$ cat config.mk
export PLATFORM = sky130hd
export DESIGN_NAME = tape_sensor_hysteresis_events
export DESIGN_NICKNAME = d
export VERILOG_FILES = /design/src/rtl/tsh_pkg.sv /design/src/rtl/tsh_front.sv /design/src/rtl/tsh_queue.sv /design/src/rtl/tsh_back.sv /design/src/rtl/tape_sensor_hysteresis_events.sv
export SDC_FILE = /design/constraint.sdc
export NUM_CORES = 1
export LEC_CHECK = 0
export ABC_AREA = 1
export BUFFER_PORTS_ARGS = -buffer_cell sky130_fd_sc_hd__buf_2
export CAP_MARGIN = 20
export CORE_UTILIZATION = 45
export DETAILED_ROUTE_END_ITERATION = 8
export PLACE_DENSITY_LB_ADDON = 0.1
export SYNTH_ARGS = -nofsm -noshare
export SYNTH_HDL_FRONTEND = slang
export SYNTH_SLANG_ARGS = --single-unit
$ cat constraint.sdc
create_clock -name clock -period 5.2 [get_ports clock]
set_input_delay 1.04 -clock clock [delete_from_list [all_inputs] [get_ports clock]]
set_output_delay 1.04 -clock clock [all_outputs]
set_load 0.01 [all_outputs]
$ cat src/rtl/tsh_pkg.sv
// Shared types and constants for the tape sensor hysteresis event block.
// No dependencies; every module of the block imports this package.
package tsh_pkg;

   localparam int SAMPLE_BITS  = 10;
   localparam int SENSOR_COUNT = 7;
   localparam int CSR_W        = 10;
   localparam int CMP_W        = (SAMPLE_BITS > CSR_W) ? SAMPLE_BITS : CSR_W;
   localparam int QUEUE_DEPTH  = 2;

   // thresholds keep only the bits a sample can carry
   localparam logic [CSR_W-1:0] THR_MASK =
      (SAMPLE_BITS >= CSR_W) ? {CSR_W{1'b1}} : CSR_W'((1 << SAMPLE_BITS) - 1);

   localparam logic [CSR_W-1:0] ENTER_RESET = 10'd600 & THR_MASK;
   localparam logic [CSR_W-1:0] EXIT_RESET  = 10'd400 & THR_MASK;
   localparam logic [2:0]       WIDE_RESET  = 3'd3;

   // register indexes
   localparam logic [1:0] CSR_ENTER = 2'd0;
   localparam logic [1:0] CSR_EXIT  = 2'd1;
   localparam logic [1:0] CSR_WIDE  = 2'd2;

   // event codes
   localparam logic [3:0] EV_CHANGED  = 4'd0;
   localparam logic [3:0] EV_LOST     = 4'd1;
   localparam logic [3:0] EV_SENSOR0  = 4'd2;
   localparam logic [3:0] EV_WIDE     = 4'd9;
   localparam logic [3:0] EV_FCROSS   = 4'd10;
   localparam logic [3:0] EV_ALLBLACK = 4'd11;
   localparam logic [3:0] EV_RCROSS   = 4'd12;

   localparam logic [4:0] FRONT_ALL = 5'h1F;

   typedef logic [SENSOR_COUNT-1:0][SAMPLE_BITS-1:0] sample_vec_type;

   typedef struct packed {
      logic [CSR_W-1:0] enter_thr;
      logic [CSR_W-1:0] exit_thr;
      logic [2:0]       wide_min;
   } cfg_type;

   // one classified poll: the new mask and which optional events apply
   typedef struct packed {
      logic [SENSOR_COUNT-1:0] mask;
      logic                    lost;
      logic [2:0]              sensor_idx;
      logic                    wide;
      logic                    all_black;
      logic                    rear_cross;
   } desc_type;

   typedef struct packed {
      logic full;
      logic empty;
   } queue_status_type;

endpackage

$ cat src/rtl/tsh_front.sv
// Front end: accepts polls, applies hysteresis to the stored tape mask and
// classifies a change into a descriptor. Depends on tsh_pkg.
module tsh_front
   import tsh_pkg::*;
(
   input  logic             clock,
   input  logic             reset,
   input  cfg_type          cfg,
   input  logic             req_valid,
   output logic             req_stall,
   input  sample_vec_type   samples,
   input  queue_status_type q_status,
   output logic             push,
   output desc_type         push_desc
);

   logic [SENSOR_COUNT-1:0] mask_ff, mask_in;
   logic [SENSOR_COUNT-1:0] new_mask, changed;
   logic [2:0]              low_idx;
   logic                    found;
   logic [2:0]              pop_old, pop_new;
   logic                    accept;

   assign req_stall = q_status.full;
   assign accept    = req_valid && !q_status.full;

   always_comb begin
      new_mask = mask_ff;
      for (int i = 0; i < SENSOR_COUNT; i++) begin
         if (mask_ff[i]) begin
            if (CMP_W'(samples[i]) < CMP_W'(cfg.exit_thr)) new_mask[i] = 1'b0;
         end else if (CMP_W'(samples[i]) > CMP_W'(cfg.enter_thr)) begin
            new_mask[i] = 1'b1;
         end
      end
   end

   assign changed = new_mask ^ mask_ff;

   always_comb begin
      low_idx = '0;
      found   = 1'b0;
      for (int i = 0; i < SENSOR_COUNT; i++) begin
         if (changed[i] && !found) begin
            low_idx = 3'(i);
            found   = 1'b1;
         end
      end
   end

   always_comb begin
      pop_old = '0;
      pop_new = '0;
      for (int i = 0; i < 5; i++) begin
         pop_old = pop_old + {2'b00, mask_ff[i]};
         pop_new = pop_new + {2'b00, new_mask[i]};
      end
   end

   always_comb begin
      push_desc.mask       = new_mask;
      push_desc.lost       = (new_mask == '0);
      push_desc.sensor_idx = low_idx;
      push_desc.wide       = (new_mask != '0) && (pop_old < cfg.wide_min)
                             && (pop_new >= cfg.wide_min);
      push_desc.all_black  = (new_mask != '0) && (mask_ff[4:0] != FRONT_ALL)
                             && (new_mask[4:0] == FRONT_ALL);
      push_desc.rear_cross = (new_mask != '0) && (mask_ff[6:5] == 2'b00)
                             && (new_mask[6:5] != 2'b00);
   end

   assign push    = accept && found;
   assign mask_in = push ? new_mask : mask_ff;

   always_ff @(posedge clock) begin
      if (reset) begin
         mask_ff <= '0;
      end else begin
         mask_ff <= mask_in;
      end
   end

endmodule

$ cat src/rtl/tsh_queue.sv
// Short descriptor queue between the front and back ends.
// Depends on tsh_pkg for the descriptor type and depth.
module tsh_queue
   import tsh_pkg::*;
(
   input  logic             clock,
   input  logic             reset,
   input  logic             push,
   input  desc_type         push_desc,
   input  logic             pop,
   output desc_type         head,
   output queue_status_type status
);

   localparam int PTR_W = (QUEUE_DEPTH > 1) ? $clog2(QUEUE_DEPTH) : 1;
   localparam int CNT_W = $clog2(QUEUE_DEPTH + 1);

   desc_type         slot_ff [QUEUE_DEPTH];
   logic [PTR_W-1:0] wr_ptr_ff, wr_ptr_in, rd_ptr_ff, rd_ptr_in;
   logic [CNT_W-1:0] count_ff, count_in;
   logic             do_push, do_pop;

   assign status.full  = (count_ff == CNT_W'(QUEUE_DEPTH));
   assign status.empty = (count_ff == '0);
   assign do_push      = push && !status.full;
   assign do_pop       = pop && !status.empty;
   assign head         = slot_ff[rd_ptr_ff];

   always_comb begin
      wr_ptr_in = wr_ptr_ff;
      rd_ptr_in = rd_ptr_ff;
      count_in  = count_ff;
      if (do_push) begin
         wr_ptr_in = (wr_ptr_ff == PTR_W'(QUEUE_DEPTH - 1)) ? '0 : wr_ptr_ff + 1'b1;
      end
      if (do_pop) begin
         rd_ptr_in = (rd_ptr_ff == PTR_W'(QUEUE_DEPTH - 1)) ? '0 : rd_ptr_ff + 1'b1;
      end
      if (do_push && !do_pop) begin
         count_in = count_ff + 1'b1;
      end else if (do_pop && !do_push) begin
         count_in = count_ff - 1'b1;
      end
   end

   always_ff @(posedge clock) begin
      if (reset) begin
         wr_ptr_ff <= '0;
         rd_ptr_ff <= '0;
         count_ff  <= '0;
      end else begin
         wr_ptr_ff <= wr_ptr_in;
         rd_ptr_ff <= rd_ptr_in;
         count_ff  <= count_in;
      end
   end

   always_ff @(posedge clock) begin
      if (do_push) begin
         slot_ff[wr_ptr_ff] <= push_desc;
      end
   end

endmodule

$ cat src/rtl/tsh_back.sv
// Back end: takes descriptors from the queue and emits their events one per
// transfer, in order, flagging the final one. Depends on tsh_pkg.
module tsh_back
   import tsh_pkg::*;
(
   input  logic             clock,
   input  logic             reset,
   input  desc_type         head,
   input  queue_status_type q_status,
   output logic             pop,
   output logic             rsp_valid,
   input  logic             rsp_stall,
   output logic [3:0]       rsp_event_code,
   output logic [9:0]       rsp_event_param,
   output logic             rsp_last
);

   // pending event bits, lowest goes out first
   localparam int P_CHANGED  = 0;
   localparam int P_LOST     = 1;
   localparam int P_SENSOR   = 2;
   localparam int P_WIDE     = 3;
   localparam int P_FCROSS   = 4;
   localparam int P_ALLBLACK = 5;
   localparam int P_RCROSS   = 6;

   logic [6:0]              pend_ff, pend_in, rest, load_bits;
   logic [SENSOR_COUNT-1:0] mask_ff, mask_in;
   logic [2:0]              idx_ff, idx_in;
   logic                    xfer, need_load;

   assign rest      = pend_ff & (pend_ff - 7'd1);
   assign rsp_valid = (pend_ff != '0);
   assign rsp_last  = (rest == '0);
   assign xfer      = rsp_valid && !rsp_stall;
   assign need_load = !rsp_valid || (xfer && rsp_last);
   assign pop       = need_load && !q_status.empty;

   always_comb begin
      load_bits             = '0;
      load_bits[P_CHANGED]  = 1'b1;
      load_bits[P_LOST]     = head.lost;
      load_bits[P_SENSOR]   = !head.lost;
      load_bits[P_WIDE]     = head.wide;
      load_bits[P_FCROSS]   = head.wide;
      load_bits[P_ALLBLACK] = head.all_black;
      load_bits[P_RCROSS]   = head.rear_cross;
   end

   always_comb begin
      pend_in = pend_ff;
      mask_in = mask_ff;
      idx_in  = idx_ff;
      if (pop) begin
         pend_in = load_bits;
         mask_in = head.mask;
         idx_in  = head.sensor_idx;
      end else if (xfer) begin
         pend_in = rest;
      end
   end

   always_comb begin
      if (pend_ff[P_CHANGED]) begin
         rsp_event_code  = EV_CHANGED;
         rsp_event_param = {mask_ff[6:5], 3'b000, mask_ff[4:0]};
      end else if (pend_ff[P_LOST]) begin
         rsp_event_code  = EV_LOST;
         rsp_event_param = '0;
      end else if (pend_ff[P_SENSOR]) begin
         rsp_event_code  = EV_SENSOR0 + {1'b0, idx_ff};
         rsp_event_param = {3'b000, mask_ff};
      end else if (pend_ff[P_WIDE]) begin
         rsp_event_code  = EV_WIDE;
         rsp_event_param = {5'b00000, mask_ff[4:0]};
      end else if (pend_ff[P_FCROSS]) begin
         rsp_event_code  = EV_FCROSS;
         rsp_event_param = {5'b00000, mask_ff[4:0]};
      end else if (pend_ff[P_ALLBLACK]) begin
         rsp_event_code  = EV_ALLBLACK;
         rsp_event_param = {5'b00000, mask_ff[4:0]};
      end else begin
         rsp_event_code  = EV_RCROSS;
         rsp_event_param = {8'h00, mask_ff[6:5]};
      end
   end

   always_ff @(posedge clock) begin
      if (reset) begin
         pend_ff <= '0;
      end else begin
         pend_ff <= pend_in;
      end
   end

   always_ff @(posedge clock) begin
      mask_ff <= mask_in;
      idx_ff  <= idx_in;
   end

endmodule

$ cat src/rtl/tape_sensor_hysteresis_events.sv
// Top level of the tape sensor hysteresis event block: configuration
// registers and the front end, queue and back end. Depends on tsh_pkg.
//
// A poll is taken in the cycle it arrives; the front end updates the tape mask
// at once, so a new poll can follow every cycle while the two-entry queue has
// room. A poll that changes the mask yields two to six events, sent one per
// cycle by the back end while rsp_stall is low, so the back end sets the
// sustained rate at one event per cycle; polls that leave the mask alone cost
// nothing downstream. A poll's first event is presented once its descriptor
// has gone through the queue into the pending register. Configuration writes
// take effect at the next clock edge; writes to an unknown index are dropped.
module tape_sensor_hysteresis_events
   import tsh_pkg::*;
(
   input  logic                   clock,
   input  logic                   reset,
   input  logic                   csr_wr_en,
   input  logic [1:0]             csr_index,
   input  logic [CSR_W-1:0]       csr_wdata,
   input  logic                   req_valid,
   output logic                   req_stall,
   input  logic [SAMPLE_BITS-1:0] req_front_left,
   input  logic [SAMPLE_BITS-1:0] req_front_left_mid,
   input  logic [SAMPLE_BITS-1:0] req_front_mid,
   input  logic [SAMPLE_BITS-1:0] req_front_right_mid,
   input  logic [SAMPLE_BITS-1:0] req_front_right,
   input  logic [SAMPLE_BITS-1:0] req_rear_left,
   input  logic [SAMPLE_BITS-1:0] req_rear_right,
   output logic                   rsp_valid,
   input  logic                   rsp_stall,
   output logic [3:0]             rsp_event_code,
   output logic [9:0]             rsp_event_param,
   output logic                   rsp_last
);

   cfg_type          cfg_ff, cfg_in;
   sample_vec_type   samples;
   queue_status_type q_status;
   desc_type         push_desc, head;
   logic             push, pop;

   always_comb begin
      cfg_in = cfg_ff;
      if (csr_wr_en) begin
         case (csr_index)
            CSR_ENTER: cfg_in.enter_thr = csr_wdata & THR_MASK;
            CSR_EXIT:  cfg_in.exit_thr  = csr_wdata & THR_MASK;
            CSR_WIDE:  cfg_in.wide_min  = csr_wdata[2:0];
            default:   cfg_in = cfg_ff;
         endcase
      end
   end

   always_ff @(posedge clock) begin
      if (reset) begin
         cfg_ff.enter_thr <= ENTER_RESET;
         cfg_ff.exit_thr  <= EXIT_RESET;
         cfg_ff.wide_min  <= WIDE_RESET;
      end else begin
         cfg_ff <= cfg_in;
      end
   end

   assign samples[0] = req_front_left;
   assign samples[1] = req_front_left_mid;
   assign samples[2] = req_front_mid;
   assign samples[3] = req_front_right_mid;
   assign samples[4] = req_front_right;
   assign samples[5] = req_rear_left;
   assign samples[6] = req_rear_right;

   tsh_front u_front (
      .clock     (clock),
      .reset     (reset),
      .cfg       (cfg_ff),
      .req_valid (req_valid),
      .req_stall (req_stall),
      .samples   (samples),
      .q_status  (q_status),
      .push      (push),
      .push_desc (push_desc)
   );

   tsh_queue u_queue (
      .clock     (clock),
      .reset     (reset),
      .push      (push),
      .push_desc (push_desc),
      .pop       (pop),
      .head      (head),
      .status    (q_status)
   );

   tsh_back u_back (
      .clock           (clock),
      .reset           (reset),
      .head            (head),
      .q_status        (q_status),
      .pop             (pop),
      .rsp_valid       (rsp_valid),
      .rsp_stall       (rsp_stall),
      .rsp_event_code  (rsp_event_code),
      .rsp_event_param (rsp_event_param),
      .rsp_last        (rsp_last)
   );

   // tape lost always closes a poll's events
   a_lost_is_last: assert property (@(posedge clock) disable iff (reset)
      rsp_valid && (rsp_event_code == EV_LOST) |-> rsp_last)
      else $error("tape lost event not marked last");

   // mask changed is always followed by at least one more event
   a_changed_not_last: assert property (@(posedge clock) disable iff (reset)
      rsp_valid && (rsp_event_code == EV_CHANGED) |-> !rsp_last)
      else $error("mask changed event marked last");

   // after a non-final transfer the next event of the same poll is presented
   a_burst_continues: assert property (@(posedge clock) disable iff (reset)
      rsp_valid && !rsp_stall && !rsp_last |=> rsp_valid
         && (rsp_event_code != EV_CHANGED))
      else $error("event burst broken");

endmodule

======== Word-level counts from Yosys, hierarchy flattened ========
Memories as Yosys holds them, arrays and structs flattened. A register that Yosys moved wholly into a read port is not among the register bits.
Cells that the tools add are included.
storage, ports and cells
  memories kept ........................... 1
  flip-flop bits (word level) ............. 51
  RAM bits ................................ 28
  output and inout port bits .............. 17
operators by class
  mux-type cells .......................... 56
  equality and inequality tests ........... 5
  order comparisons ....................... 16
  bitwise operators ....................... 2
  reductions and logical operators ........ 48
  add/sub/neg operators ................... 14
memory list
  memory           depth  width  read ports  clocked after memory_dff  wr ports  line             RTL
  u_queue.slot_ff  2      14     1           1                         1         tsh_queue.sv:18  desc_type slot_ff [QUEUE_DEPTH];
operators by type and width
  operator                                           count
  greater-than comparator 10 bit                     7
  < comparator 10 bit                                7
  2-to-1 mux 10 bit                                  5
  2-to-1 mux 1 bit                                   35
  logical AND 1 bit                                  21
  2-to-1 mux 4 bit                                   5
  adder 3 x 1 -> 3 bit                               6
  zero test 7 bit                                    2
  2-to-1 mux 7 bit                                   2
  nonzero test 7 bit                                 2
  zero test 1 bit                                    13
  2-to-1 mux 3 bit                                   4
  2-to-1 mux 2 bit                                   4
  AND 7 bit                                          1
  subtractor 7 x 1 -> 7 bit (second input constant)  1
  XOR 7 bit                                          1
  zero test 2 bit                                    3
  AND reduction 2 bit                                3
  nonzero test 2 bit                                 3
  == test 5 bit (second input constant)              1
  2-to-1 mux 5 bit                                   1
  != test 5 bit (second input constant)              1
  adder 1 x 1 -> 2 bit                               2
  adder 2 x 3 -> 4 bit (first input constant)        1
  other kinds (8)                                    10

======== Longest topological paths before layout ========
  depth in word-level cells ............... 29
  gate-level depth with buffers ........... 22
  mapped depth without buffers ............ 22

======== Cells and area by module ========
Synthesis repeated with hierarchy kept, for this count alone.
second synthesis, totals
  cells, all modules ...................... 942
  area, all modules ....................... 7262.0 µm²
modules (own cells, without submodules)
  module                         cells an instance  times used  area an instance (µm²)
  tsh_front                      609                1           4066.4
  tsh_queue                      80                 1           1262.5
  tape_sensor_hysteresis_events  135                1           979.7
  tsh_back                       118                1           953.4

======== Worst setup path before layout ========
Ideal clock, no wire load.
  kind .................................... in2reg
  start point ............................. input port req_front_left[9]
  end point ............................... memory u_queue.slot_ff[0][2] (netlist bit), data pin
  cell stages on the path ................. 19
  arrival time ............................ 3.885 ns
  slack ................................... 1.062 ns
  path through ............................ ha_1 -> nand2_1 -> nor2_2 -> nand3_1 -> nand3_1 -> nand2_2 -> nand2_1 -> inv_1 -> ha_1 -> inv_1 -> fa_1 -> inv_1 -> ha_1 -> fa_1 -> ha_1 -> a21oi_1 -> o211ai_1 -> nand4_1 -> inv_1
RTL lines
  element          line                                 RTL
  start, declared  tape_sensor_hysteresis_events.sv:22  input logic [SAMPLE_BITS-1:0] req_front_left,
  end, declared    tsh_queue.sv:18

==> results.json <==
{
  "crit_type": "in -> reg",
  "postRouteWirelength_um": 17500,
  "cp.depth": 20,
  "io_pins": 104,
  "fin_skew_ns": 0.00384,
  "syn_inst": 873,
  "dr.pass1.iters": 7,
  "synth-xor-area-share": 0,
  "status": "finished clean",
  "drv_cap": 0,
  "end_kind": "flip-flop",
  "placed_cells": 1158,
  "finalCritPeriodShare": 0.804,
  "dieArea_um2": 16000,
  "cts_buffers": 9,
  "dp_hpwl_um": 14200,
  "setup_viol": 0,
  "drive_gt1_frac": 0.170,
  "cts_tree": "yes",
  "min_path_type": "reg -> reg",
  "finalMaxSlewViolations": 0,
  "clkTransAtPathRegs_ns": 0.06,
  "final_common_cell": "nand2_1",
  "max_freq_mhz": 239,
  "critPathRequiredTime_ns": 5.30,
  "grt_max_degree": 39,
  "syn-cell-area_um2": 6960,
  "critical-path-max-stage-delay_ns": 0.47,
  "muxShareOfSynthArea": 0.0225,
  "initial_core_util": 0.460,
  "antenna_found_initial": 1,
  "post_cts_resize_count": 0,
  "yosys_warnings": 0,
  "finalHoldViolations": 0,
  "rsz0062_at_grt": "false",
  "min_path_cells": 1,
  "drc": 0,
  "cts.sinks": 80,
  "die_h_um": 126,
  "place.port_buffers": 102,
  "die_width_um": 126,
  "clkLatencyLatePin_ns": 0.34,
  "avgSynthCellArea_um2": 7.98,
  "cts_hold_buf": 0,
  "htree_levels": 3,
  "grt_overflow": 0,
  "ant_nets": 0,
  "grt_first_pass_wirelength_um": 28200,
  "r2r_cells": 21,
  "synth-seq-area-share": 0.285,
  "crit_buf_inv": 4,
  "fin_nets": 1217,
  "path_cells": "buf_2 > ha_1 > nand2_1 > nor2_1 > nand3_1 > nand3_1 > nand2_1 > nand2_1 > nand2_1 > ha_1 > inv_1 > fa_1 > inv_1 > ha_1 > fa_1 > ha_1 > a21oi_1 > o211ai_1 > nand4_1 > inv_1",
  "rows": 45,
  "p_per_area_nw_per_um2": 358,
  "clockRootBuffer": "clkbuf_16",
  "min_period_ns": 4.18,
  "final_cell_count_no_fill": 1175,
  "gp_congestion": 0.834,
  "final_cell_mix": "nand2_1 (188), ha_1 (145), inv_1 (122), buf_2 (102), nor2_1 (68)",
  "synth_seq_cells": 80,
  "tightest_slew_ns": 0.727,
  "clock_path_buffers": 2,
  "grt_usage": 0.230,
  "setup_tns_ns": 0,
  "worst_ep_arrival_time_ns": 4.28,
  "leakage_nw": 4.08,
  "wl_per_cell_um": 14.9,
  "crit_family": "adder cells",
  "drtIter0Drc": 349,
  "design.core.area_um2": 15100,
  "grt_pass1_vias": 5434,
  "routed_via_density": 5.05,
  "syn2layout_area_growth_pct": 14.7,
  "start_kind": "input pin",
  "syn-num-nets": 1109,
  "post_cts_buffers": 0,
  "synth_fa_ha_area_frac": 0.272,
  "synth_compound_area_frac": 0.129,
  "routed-via-count": 5935,
  "crit_fanout": 3,
  "ir_drop_uv": 166,
  "synth_top_family_by_area": "adder cells",
  "synth_cell_types": 43,
  "yosys.area_share.simple": 0.211,
  "relSlewSlack": 0.512,
  "cp_slowest_cell": "fa_1",
  "hold_slack_ns": 0.458
}
[power by group]
part | switching [mW] | internal (mW) | leakage, nW
Combinational | 0.776 | 0.490 | 3.22
Clock | 0.261 | 0.377 | 0.148
Sequential | 0.0918 | 0.861 | 0.707
Total | 1.13 | 1.73 | 4.08
[kinds of logic after synthesis]
logic type / count (synthesis)
AO/OA/AOI/OAI: 156
other: 1
flip-flops: 80
buffers and inverters: 138
adder cells (fa/ha/maj): 149
multiplexers: 14
AND/OR/NAND/NOR: 335
[synth_stat cells]
cell type | number | area [um^2]
nand2_1 | 188 | 706
nand3b_1 | 4 | 30.0
o21ai_1 | 4 | 20.0
nor2_8 | 1 | 20.0
nor2_1 | 68 | 255
a21o_1 | 5 | 37.5
nand3_1 | 38 | 190
nand2_2 | 9 | 56.3
nand2_4 | 1 | 11.3
mux2i_1 | 1 | 10.0
buf_6 | 4 | 45.0
o22ai_1 | 2 | 12.5
nor3_2 | 1 | 10.0
nand4_4 | 1 | 21.3
edfxtp_1 | 38 | 1140
a31oi_1 | 2 | 12.5
o211ai_1 | 19 | 143
ha_1 | 145 | 1810
nand4_1 | 11 | 68.8
or2_4 | 1 | 8.76
nor2_2 | 2 | 12.5
inv_2 | 3 | 11.3
o21bai_1 | 3 | 22.5
nand3_2 | 1 | 10.0
o21a_1 | 3 | 22.5
mux2_2 | 13 | 146
clkbuf_1 | 6 | 22.5
o21bai_2 | 1 | 11.3
buf_4 | 1 | 7.51
conb_1 | 1 | 3.75
dfxtp_1 | 42 | 841
fa_1 | 4 | 80.1
o31ai_1 | 2 | 15.0
a21boi_0 | 3 | 22.5
nor2_4 | 4 | 45.0
clkinv_4 | 1 | 8.76
a21oi_1 | 67 | 335
nor3_1 | 5 | 25.0
buf_1 | 1 | 3.75
inv_1 | 122 | 458
o21ai_0 | 39 | 195
a211oi_1 | 1 | 7.51
a21oi_2 | 5 | 43.8
[metrics by stage]
stage	cell area [um^2]	total power, mW	utilization	setup slack (ns)
finish	7990	2.86	0.527	1.02
global route	7990	3.11	0.527	0.784
CTS	7990	2.88	0.527	1.04
detailed placement	7680	2.24	0.507	0.692
global placement	7680	2.22	0.507	0.735
floorplan	6960	1.86	-	1.06
[area by class of cell]
class,instances,area (um^2)
Multi-Input combinational cell,655,4430
Sequential cell,80,1980
Tap cell,188,235
Fill cell,1502,7160
Clock inverter,7,77.6
Inverter,126,478
Timing Repair Buffer,109,563
Antenna cell,1,2.50
Clock buffer,9,225
[routing by layer]
| metal | track usage | part of all wire | up-vias | routed length [um] |
|---|---|---|---|---|
| li1 | - | - | 3172 | - |
| met1 | 0.303 | 0.48 | 2611 | 8460 |
| met2 | 0.389 | 0.46 | 134 | 8020 |
| met3 | 0.0401 | 0.045 | 18 | 789 |
| met4 | 0.0602 | 0.015 | 0 | 264 |
| met5 | 0 | 0 | - | 0 |
[worst paths after layout]
| kind | end | slack, ns | start |
|---|---|---|---|
| max reg2reg | u_queue.slot_ff[0][2]$_DFFE_PP_ | 1.19 | cfg_ff[20]$_SDFFE_PP0P_ |
| min | u_queue.rd_ptr_ff$_SDFFE_PP0P_ | 0.46 | u_queue.rd_ptr_ff$_SDFFE_PP0P_ |
| max | u_queue.slot_ff[0][2]$_DFFE_PP_ | 1.02 | req_front_left_mid[9] |
| min reg2reg | u_queue.rd_ptr_ff$_SDFFE_PP0P_ | 0.46 | u_queue.rd_ptr_ff$_SDFFE_PP0P_ |
[flip-flops by register name (all words and copies together), names as in the netlist, 2 cells and up, named ones only]
| register | count |
|---|---|
| u_queue.slot_ff | 28 |
| u_back.mask_ff | 7 |
| u_front.mask_ff | 7 |
| u_queue.count_ff | 2 |
| u_back.idx_ff | 3 |
| cfg_ff | 23 |
| u_back.pend_ff | 7 |
(Power assumes the default switching activity.)
